File: src/hw/rtl/ipv4cks_pkg.sv
package ipv4cks_pkg;

    localparam logic [15:0] OFFSET_MAX     = 16'hffff;
    localparam logic [15:0] OFS_TOTLEN_HI  = 16'd2;
    localparam logic [15:0] OFS_TOTLEN_LO  = 16'd3;
    localparam logic [15:0] OFS_IPCKS_HI   = 16'd10;
    localparam logic [15:0] OFS_IPCKS_LO   = 16'd11;
    localparam logic [15:0] OFS_ADDR_FIRST = 16'd12;
    localparam logic [15:0] OFS_ADDR_LAST  = 16'd19;
    localparam logic [15:0] SEG_TCPCKS_HI  = 16'd16;
    localparam logic [15:0] SEG_TCPCKS_LO  = 16'd17;
    localparam logic [31:0] TCP_PROTOCOL   = 32'd6;

    typedef struct packed {
        logic [7:0] packet_byte;
        logic       last_byte;
    } t_in;

    typedef struct packed {
        logic [15:0] ip_header_checksum;
        logic [15:0] tcp_checksum;
        logic        packet_short;
    } t_out;

    typedef struct packed {
        logic [31:0] header_sum;
        logic [31:0] segment_sum;
        logic [15:0] seg_len;
        logic        packet_short;
    } t_fin;

endpackage

File: src/hw/rtl/ipv4_tcp_checksum_fixer.sv
// IPv4/TCP checksum calculator, one packet byte per transaction.
// The input channel (i_in_valid, o_in_stall, i_in_data) carries the packet in
// wire order, starting at the first IP header byte; last_byte marks the end.
// The output channel (o_out_valid, i_out_stall, o_out_data) carries one
// transaction per packet with the IP header checksum, the TCP checksum and
// a flag that is set when the packet ended before its total length or its header length, whichever is larger.
// A byte is taken in every cycle unless a last byte is held as described
// below. A packet's result passes the input register and the sum register
// ahead of the fold and output register.
// Bytes that are not the last keep flowing while a result waits; only a last
// byte waits for room in the two result registers, so up to two results may
// be pending while the receiver stalls before the input side stalls.
// A synchronous active-low reset empties the pipeline and clears the running
// sums and the byte offset; the state clears again after every last byte.
module ipv4_tcp_checksum_fixer (
    input  logic               i_clk,
    input  logic               i_rst_n,
    input  logic               i_in_valid,
    output logic               o_in_stall,
    input  ipv4cks_pkg::t_in   i_in_data,
    output logic               o_out_valid,
    input  logic               i_out_stall,
    output ipv4cks_pkg::t_out  o_out_data
);

    logic              r_in_valid;
    ipv4cks_pkg::t_in  r_in_data;
    logic              take;
    logic              in_free;
    logic              fin_valid;
    logic              fin_ready;
    ipv4cks_pkg::t_fin fin;

    assign in_free    = !r_in_valid || take;
    assign o_in_stall = !in_free;

    always_ff @(posedge i_clk) begin
        if (!i_rst_n) begin
            r_in_valid <= 1'b0;
        end else if (in_free) begin
            r_in_valid <= i_in_valid;
        end
    end

    always_ff @(posedge i_clk) begin
        if (in_free && i_in_valid) begin
            r_in_data <= i_in_data;
        end
    end

    ipv4cks_accum u_accum (
        .i_clk       (i_clk),
        .i_rst_n     (i_rst_n),
        .i_valid     (r_in_valid),
        .i_data      (r_in_data),
        .o_take      (take),
        .i_fin_ready (fin_ready),
        .o_fin_valid (fin_valid),
        .o_fin       (fin)
    );

    ipv4cks_out u_out (
        .i_clk       (i_clk),
        .i_rst_n     (i_rst_n),
        .i_fin_valid (fin_valid),
        .i_fin       (fin),
        .o_fin_ready (fin_ready),
        .o_out_valid (o_out_valid),
        .i_out_stall (i_out_stall),
        .o_out_data  (o_out_data)
    );

endmodule

File: src/hw/rtl/ipv4cks_accum.sv
module ipv4cks_accum (
    input  logic               i_clk,
    input  logic               i_rst_n,
    input  logic               i_valid,
    input  ipv4cks_pkg::t_in   i_data,
    output logic               o_take,
    input  logic               i_fin_ready,
    output logic               o_fin_valid,
    output ipv4cks_pkg::t_fin  o_fin
);

    logic [15:0] r_offset;
    logic [5:0]  r_hdr_len;
    logic [15:0] r_tot_len;
    logic [31:0] r_hdr_sum;
    logic [31:0] r_seg_sum;
    logic        r_fin_valid;
    ipv4cks_pkg::t_fin r_fin;

    logic [5:0]  n_hdr_len;
    logic [15:0] n_tot_len;
    logic [31:0] n_hdr_sum;
    logic [31:0] n_seg_sum;
    logic [15:0] hdr_len_ext;
    logic [15:0] seg_ofs;
    logic [15:0] word_val;
    logic        past_hdr;
    logic        zero_byte;
    logic        in_header;
    logic        in_segment;
    logic        is_addr;
    logic        fin_free;
    logic        take;
    logic [15:0] seg_len;
    logic [16:0] count;
    logic [16:0] limit;

    always_comb begin
        n_hdr_len = r_hdr_len;
        n_tot_len = r_tot_len;
        if (r_offset == 16'd0) begin
            n_hdr_len = {i_data.packet_byte[3:0], 2'b00};
        end else if (r_offset == ipv4cks_pkg::OFS_TOTLEN_HI) begin
            n_tot_len = {i_data.packet_byte, r_tot_len[7:0]};
        end else if (r_offset == ipv4cks_pkg::OFS_TOTLEN_LO) begin
            n_tot_len = {r_tot_len[15:8], i_data.packet_byte};
        end
        hdr_len_ext = {10'd0, n_hdr_len};
        past_hdr    = r_offset >= hdr_len_ext;
        seg_ofs     = r_offset - hdr_len_ext;
        zero_byte   = (r_offset == ipv4cks_pkg::OFS_IPCKS_HI)
                   || (r_offset == ipv4cks_pkg::OFS_IPCKS_LO)
                   || (past_hdr && ((seg_ofs == ipv4cks_pkg::SEG_TCPCKS_HI)
                                 || (seg_ofs == ipv4cks_pkg::SEG_TCPCKS_LO)));
        if (zero_byte) begin
            word_val = 16'd0;
        end else if (r_offset[0]) begin
            word_val = {8'd0, i_data.packet_byte};
        end else begin
            word_val = {i_data.packet_byte, 8'd0};
        end
        in_header  = !past_hdr;
        in_segment = past_hdr && (r_offset < n_tot_len);
        is_addr    = (r_offset >= ipv4cks_pkg::OFS_ADDR_FIRST)
                  && (r_offset <= ipv4cks_pkg::OFS_ADDR_LAST);
        n_hdr_sum  = r_hdr_sum + (in_header ? {16'd0, word_val} : 32'd0);
        n_seg_sum  = r_seg_sum + ((in_segment || is_addr) ? {16'd0, word_val} : 32'd0);
        seg_len    = (n_tot_len >= hdr_len_ext) ? (n_tot_len - hdr_len_ext) : 16'd0;
        count      = {1'b0, r_offset} + 17'd1;
        limit      = (n_tot_len > hdr_len_ext) ? {1'b0, n_tot_len} : {1'b0, hdr_len_ext};
    end

    assign fin_free = !r_fin_valid || i_fin_ready;
    assign take     = i_valid && (!i_data.last_byte || fin_free);

    always_ff @(posedge i_clk) begin
        if (!i_rst_n) begin
            r_offset    <= 16'd0;
            r_hdr_len   <= 6'd0;
            r_tot_len   <= 16'd0;
            r_hdr_sum   <= 32'd0;
            r_seg_sum   <= 32'd0;
            r_fin_valid <= 1'b0;
        end else begin
            if (take) begin
                if (i_data.last_byte) begin
                    r_offset  <= 16'd0;
                    r_hdr_len <= 6'd0;
                    r_tot_len <= 16'd0;
                    r_hdr_sum <= 32'd0;
                    r_seg_sum <= 32'd0;
                end else begin
                    if (r_offset != ipv4cks_pkg::OFFSET_MAX) begin
                        r_offset <= r_offset + 16'd1;
                    end
                    r_hdr_len <= n_hdr_len;
                    r_tot_len <= n_tot_len;
                    r_hdr_sum <= n_hdr_sum;
                    r_seg_sum <= n_seg_sum;
                end
            end
            if (take && i_data.last_byte) begin
                r_fin_valid <= 1'b1;
            end else if (i_fin_ready) begin
                r_fin_valid <= 1'b0;
            end
        end
    end

    always_ff @(posedge i_clk) begin
        if (take && i_data.last_byte) begin
            r_fin.header_sum   <= n_hdr_sum;
            r_fin.segment_sum  <= n_seg_sum;
            r_fin.seg_len      <= seg_len;
            r_fin.packet_short <= count < limit;
        end
    end

    assign o_take      = take;
    assign o_fin_valid = r_fin_valid;
    assign o_fin       = r_fin;

`ifndef ASSERT_OFF
    a_clear_after_last: assert property (@(posedge i_clk) disable iff (!i_rst_n)
        take && i_data.last_byte |=> r_offset == 16'd0 && r_hdr_sum == 32'd0
                                     && r_seg_sum == 32'd0)
        else $error("State not cleared after the last byte.");
    a_fin_held: assert property (@(posedge i_clk) disable iff (!i_rst_n)
        r_fin_valid && !i_fin_ready |=> r_fin_valid && $stable(r_fin))
        else $error("Pending result lost or changed while blocked.");
    a_no_overwrite: assert property (@(posedge i_clk) disable iff (!i_rst_n)
        r_fin_valid && !i_fin_ready |-> !(take && i_data.last_byte))
        else $error("Last byte taken while the result register is blocked.");
    a_offset_sat: assert property (@(posedge i_clk) disable iff (!i_rst_n)
        r_offset == ipv4cks_pkg::OFFSET_MAX && take && !i_data.last_byte
        |=> r_offset == ipv4cks_pkg::OFFSET_MAX)
        else $error("Byte offset wrapped past saturation.");
`endif

endmodule

File: src/hw/rtl/ipv4cks_out.sv
module ipv4cks_out (
    input  logic               i_clk,
    input  logic               i_rst_n,
    input  logic               i_fin_valid,
    input  ipv4cks_pkg::t_fin  i_fin,
    output logic               o_fin_ready,
    output logic               o_out_valid,
    input  logic               i_out_stall,
    output ipv4cks_pkg::t_out  o_out_data
);

    logic        r_out_valid;
    ipv4cks_pkg::t_out r_out_data;
    logic        ready;
    logic [31:0] seg_total;

    function automatic logic [15:0] fold_invert(input logic [31:0] s);
        logic [16:0] f1;
        logic [16:0] f2;
        f1 = {1'b0, s[31:16]} + {1'b0, s[15:0]};
        f2 = f1 + {16'd0, f1[16]};
        return ~f2[15:0];
    endfunction

    assign ready     = !r_out_valid || !i_out_stall;
    assign seg_total = i_fin.segment_sum + {16'd0, i_fin.seg_len} + ipv4cks_pkg::TCP_PROTOCOL;

    always_ff @(posedge i_clk) begin
        if (!i_rst_n) begin
            r_out_valid <= 1'b0;
        end else if (ready) begin
            r_out_valid <= i_fin_valid;
        end
    end

    always_ff @(posedge i_clk) begin
        if (ready && i_fin_valid) begin
            r_out_data.ip_header_checksum <= fold_invert(i_fin.header_sum);
            r_out_data.tcp_checksum       <= fold_invert(seg_total);
            r_out_data.packet_short       <= i_fin.packet_short;
        end
    end

    assign o_fin_ready = ready;
    assign o_out_valid = r_out_valid;
    assign o_out_data  = r_out_data;

endmodule

File: config.mk
export PLATFORM = sky130hd
export DESIGN_NAME = ipv4_tcp_checksum_fixer
export DESIGN_NICKNAME = d
export VERILOG_FILES = /design/src/hw/rtl/ipv4cks_pkg.sv /design/src/hw/rtl/ipv4_tcp_checksum_fixer.sv /design/src/hw/rtl/ipv4cks_accum.sv /design/src/hw/rtl/ipv4cks_out.sv
export SDC_FILE = /design/constraint.sdc
export NUM_CORES = 1
export LEC_CHECK = 0
export ABC_AREA = 0
export BUFFER_PORTS_ARGS = -buffer_cell sky130_fd_sc_hd__buf_2
export CORE_MARGIN = 4
export CORE_UTILIZATION = 51
export DETAILED_ROUTE_END_ITERATION = 8
export GPL_TIMING_DRIVEN = 0
export PLACE_DENSITY = 0.79
export SLEW_MARGIN = 10
export SYNTH_ARGS = -nofsm -noshare
export SYNTH_HDL_FRONTEND = slang
export SYNTH_SLANG_ARGS = --single-unit
File: constraint.sdc
create_clock -name i_clk -period 12.7 [get_ports i_clk]
set_input_delay 1.27 -clock i_clk [delete_from_list [all_inputs] [get_ports i_clk]]
set_output_delay 1.27 -clock i_clk [all_outputs]
set_load 0.03 [all_outputs]
==> impl_metrics.ini <==
[sta]
hold_viol = 0
fin_setup_tns_ns = 0
setup_violations = 0
rsz0062_at_grt = false
tightest_slew_ns = 1.09
clock.fmax_ghz = 0.127
fin_crit_ns = 7.89
slew_headroom_pct = 26.9
skew_ns = 0.0120
slew_violations = 0
timing.final.crit_share_pct = 62.1

[worst_setup_path]
critPathMaxStageDelay_ns = 0.93
start_kind = register
cp.arrival_ns = 8.17
r2r-end = u_accum.o_fin[41]$_DFFE_PP_
worstPathMaxFanout = 10
reg2reg_from = u_accum.r_offset[0]$_SDFFE_PN0P_
cp_common_cell = a21o_1
crit_slowest_cell = a211oi_1
r2r_setup_slack_ns = 4.81
crit_required_ns = 12.98
crit_path_end_kind = register
critPathKind = register to register
rr_worst_depth = 28

[power_and_ir_drop]
clockPowerShare_pct = 41.5
vdd_ir_drop_max_mv = 0.110
internal_power_w = 0.00133
p_seq_share_pct = 44.8
power.switching_w = 0.000472
power_density_mw_per_mm2 = 102
swShare_pct = 26.2
pwr-share-comb_pct = 13.7
leakage_nw = 7.36

[min_path]
hp-class = register to register
min_to = u_out.o_out_data[0]$_DFFE_PP_
hp-start = u_accum.o_fin[0]$_DFFE_PP_
min_path_cells = 0

[grt]
antenna_found_initial = 0
grt_pass1_wl_um = 67400
grt_usage_pct = 24.1
grt_max_degree = 50
grt_pass1_vias = 13200
grt_overflow_total = 0

[flow_run]
maxCapViolations = 0

[synth]
synth_top_family_by_area = compound AO/OA/AOI/OAI gates
synthArstFlopShare_pct = 0
synth_simple_gate_area_share_pct = 18.6
post_synth_num_cell_types = 92
synth_commonest_cells = nor2_1 (181), ha_1 (139), nand2_1 (127)
ys_ff_latch = 228
synthMostInstantiatedCell = nor2_1
ys_seq_area_share_pct = 36.1
netlist_instances = 1749
ys.warnings.count = 0
synth_area_leader_cell = edfxtp_1
syn_area_sq_mm = 0.0160
syn_area_per_cell_sq_um = 9.17
yosysTopAreaCellShare_pct = 23.0
synthAdderAreaFrac_pct = 11.7
synth_xor_area_share_pct = 8.85
synth_enable_flop_cells = 123
synth_nets = 1908
synth_compound_area_share_pct = 18.7
synthMuxAreaShare_pct = 2.54
synth_ff_type = edfxtp_1
synthTopCellsByArea = edfxtp_1 (23%), dfxtp_1 (13%), ha_1 (11%), xnor2_1 (5.0%), nor2_1 (4.2%)

[place]
placed_cell_area_sq_mm = 0.0168
port_buffers = 46
globalplace.congestion = 0.981
hpwl_um = 31700

[route]
drc_errors = 0
vias = 13700
firstDrtPassIters = 5
drt-total-wl_um = 42000
maxUsedRoutingLayer = met4
antenna_left = 0
routedLengthMet1_um = 18200
wl_met3_um = 3450
vias_per_cell = 6.14
wl_per_cell_um = 18.8
drt_iter0_markers = 1161
wl_met2_um = 19000

[clocking]
cts-buffers-inserted = 25
root_buffer = clkbuf_16
cts_resized = 0
clockBufferDepth = 3
clk_pin_slew_ns = 0.07
clock_latency_ns = 0.54
cts_hold_buf = 0
tritoncts = built
post_cts_buffers = 0
htreeDepth = 1
clkSinkCount = 228

[cells_and_area]
area_delta_synth_final_pct = 10.1
postLayoutCellArea_sq_mm = 0.0177
fin_nets = 1983
antennaDiodeCount = 0
drive_gt1_share_pct = 7.16
postLayoutCoreUtil_pct = 57.3

[run_status]
status = finished, final reports clean

[floorplan]
rows = 64
die_width_um = 185
io_pins = 48
die_y_um = 185
fp.coreArea_sq_mm = 0.0308
initial_core_util_pct = 52.0
die-area_sq_mm = 0.0344
how the worst max path moves through the flow:
stage	from	to	slack (ns)	cells past startpoint
floorplan	u_accum.r_offset[5]$_SDFFE_PN0P_	u_accum.o_fin[45]$_DFFE_PP_	6.52	26
global placement	u_accum.r_offset[0]$_SDFFE_PN0P_	u_accum.o_fin[37]$_DFFE_PP_	5.05	28
detailed placement	u_accum.r_offset[0]$_SDFFE_PN0P_	u_accum.o_fin[41]$_DFFE_PP_	4.95	28
CTS	u_accum.r_offset[0]$_SDFFE_PN0P_	u_accum.o_fin[41]$_DFFE_PP_	4.90	28
global route	u_accum.r_offset[0]$_SDFFE_PN0P_	u_accum.o_fin[37]$_DFFE_PP_	4.17	28
finish	u_accum.r_offset[0]$_SDFFE_PN0P_	u_accum.o_fin[41]$_DFFE_PP_	4.81	28
power groups by stage:
stage          Combinational [W]  Clock, W  Sequential, W
4_1_cts                 0.000243  0.000757       0.000805
5_1_grt                 0.000272  0.000787       0.000806
3_3_place_gp            0.000233         0       0.000822
6_report                0.000247  0.000746       0.000806
3_5_place_dp            0.000241         0       0.000821
2_1_floorplan           0.000175         0       0.000823
flip-flops by register name, indices dropped and copies added, names as in the netlist:
register             cells
u_accum.o_fin           81
u_out.o_out_data        33
u_accum.r_hdr_sum       32
u_accum.r_seg_sum       32
u_accum.r_offset        16
u_accum.r_tot_len       16
r_in_data                9
u_accum.r_hdr_len        6
r_in_valid               1
u_accum.o_fin_valid      1
u_out.o_out_valid        1
cells in the final DEF, fill, tap and decap left out, types with 25 or more instances in the layout:
cell type / synthesis / layout
a21oi_1: 108 / 108
nand2_1: 127 / 127
buf_2: 5 / 51
edfxtp_1: 123 / 123
clkbuf_16: 0 / 25
o21ai_0: 62 / 62
inv_1: 64 / 63
a22oi_1: 33 / 33
dfxtp_1: 105 / 105
ha_1: 139 / 139
nand3_1: 57 / 57
a21o_1: 40 / 40
xor2_1: 64 / 64
clkbuf_1: 56 / 63
nor3_1: 37 / 37
and3_1: 26 / 26
mux2i_1: 30 / 30
nor2_1: 181 / 181
a31oi_1: 27 / 27
xnor2_1: 91 / 91
and2_1: 46 / 46
layer usage:
metal | track usage, % | up-vias
met5 | 0 | -
met3 | 3.75 | 93
met1 | 33.5 | 6499
met2 | 38.8 | 569
li1 | - | 6576
met4 | 7.37 | 0
logic make-up (layout without fill, tap and decap cells):
group,count (synthesis),in the layout
AND/OR/NAND/NOR,601,601
AO/OA/AOI/OAI,441,441
flip-flops,228,228
XOR/XNOR,158,158
adder cells (fa/ha/maj),146,146
buffers and inverters,138,232
multiplexers,37,37
through the flow:
| stage | hold slack (ns) | total power [W] | std cells | setup WS [ns] |
|---|---|---|---|---|
| 6_report | 0.424 | 0.00180 | 2239 | 4.81 |
| 3_5_place_dp | 0.417 | 0.00106 | 2193 | 4.95 |
| 4_1_cts | 0.431 | 0.00181 | 2239 | 4.90 |
| 2_1_floorplan | 0.400 | 0.000998 | 1749 | 6.52 |
| 5_1_grt | 0.434 | 0.00186 | 2239 | 4.17 |
| 3_3_place_gp | 0.405 | 0.00105 | 2191 | 5.05 |
layout make-up:
type	instances	area, sq um
Fill cell	2600	13200
Multi-Input combinational cell	1383	9710
Sequential cell	228	5800
Clock buffer	35	693
Tap cell	396	495
Buffer	73	304
Timing Repair Buffer	48	285
Inverter	65	246
Clock inverter	11	136
worst max-delay path: cells and delay by family, from the launching register on:
kind	cells	cell delay (ns)
buffers and inverters	5	1.56
AND/OR/NAND/NOR	5	1.03
flip-flops	1	0.51
XOR/XNOR	1	0.19
multiplexers	1	0.31
adder cells (fa/ha/maj)	4	0.93
AO/OA/AOI/OAI	12	3.09
Note: power is estimated with default switching activity, not from simulation.
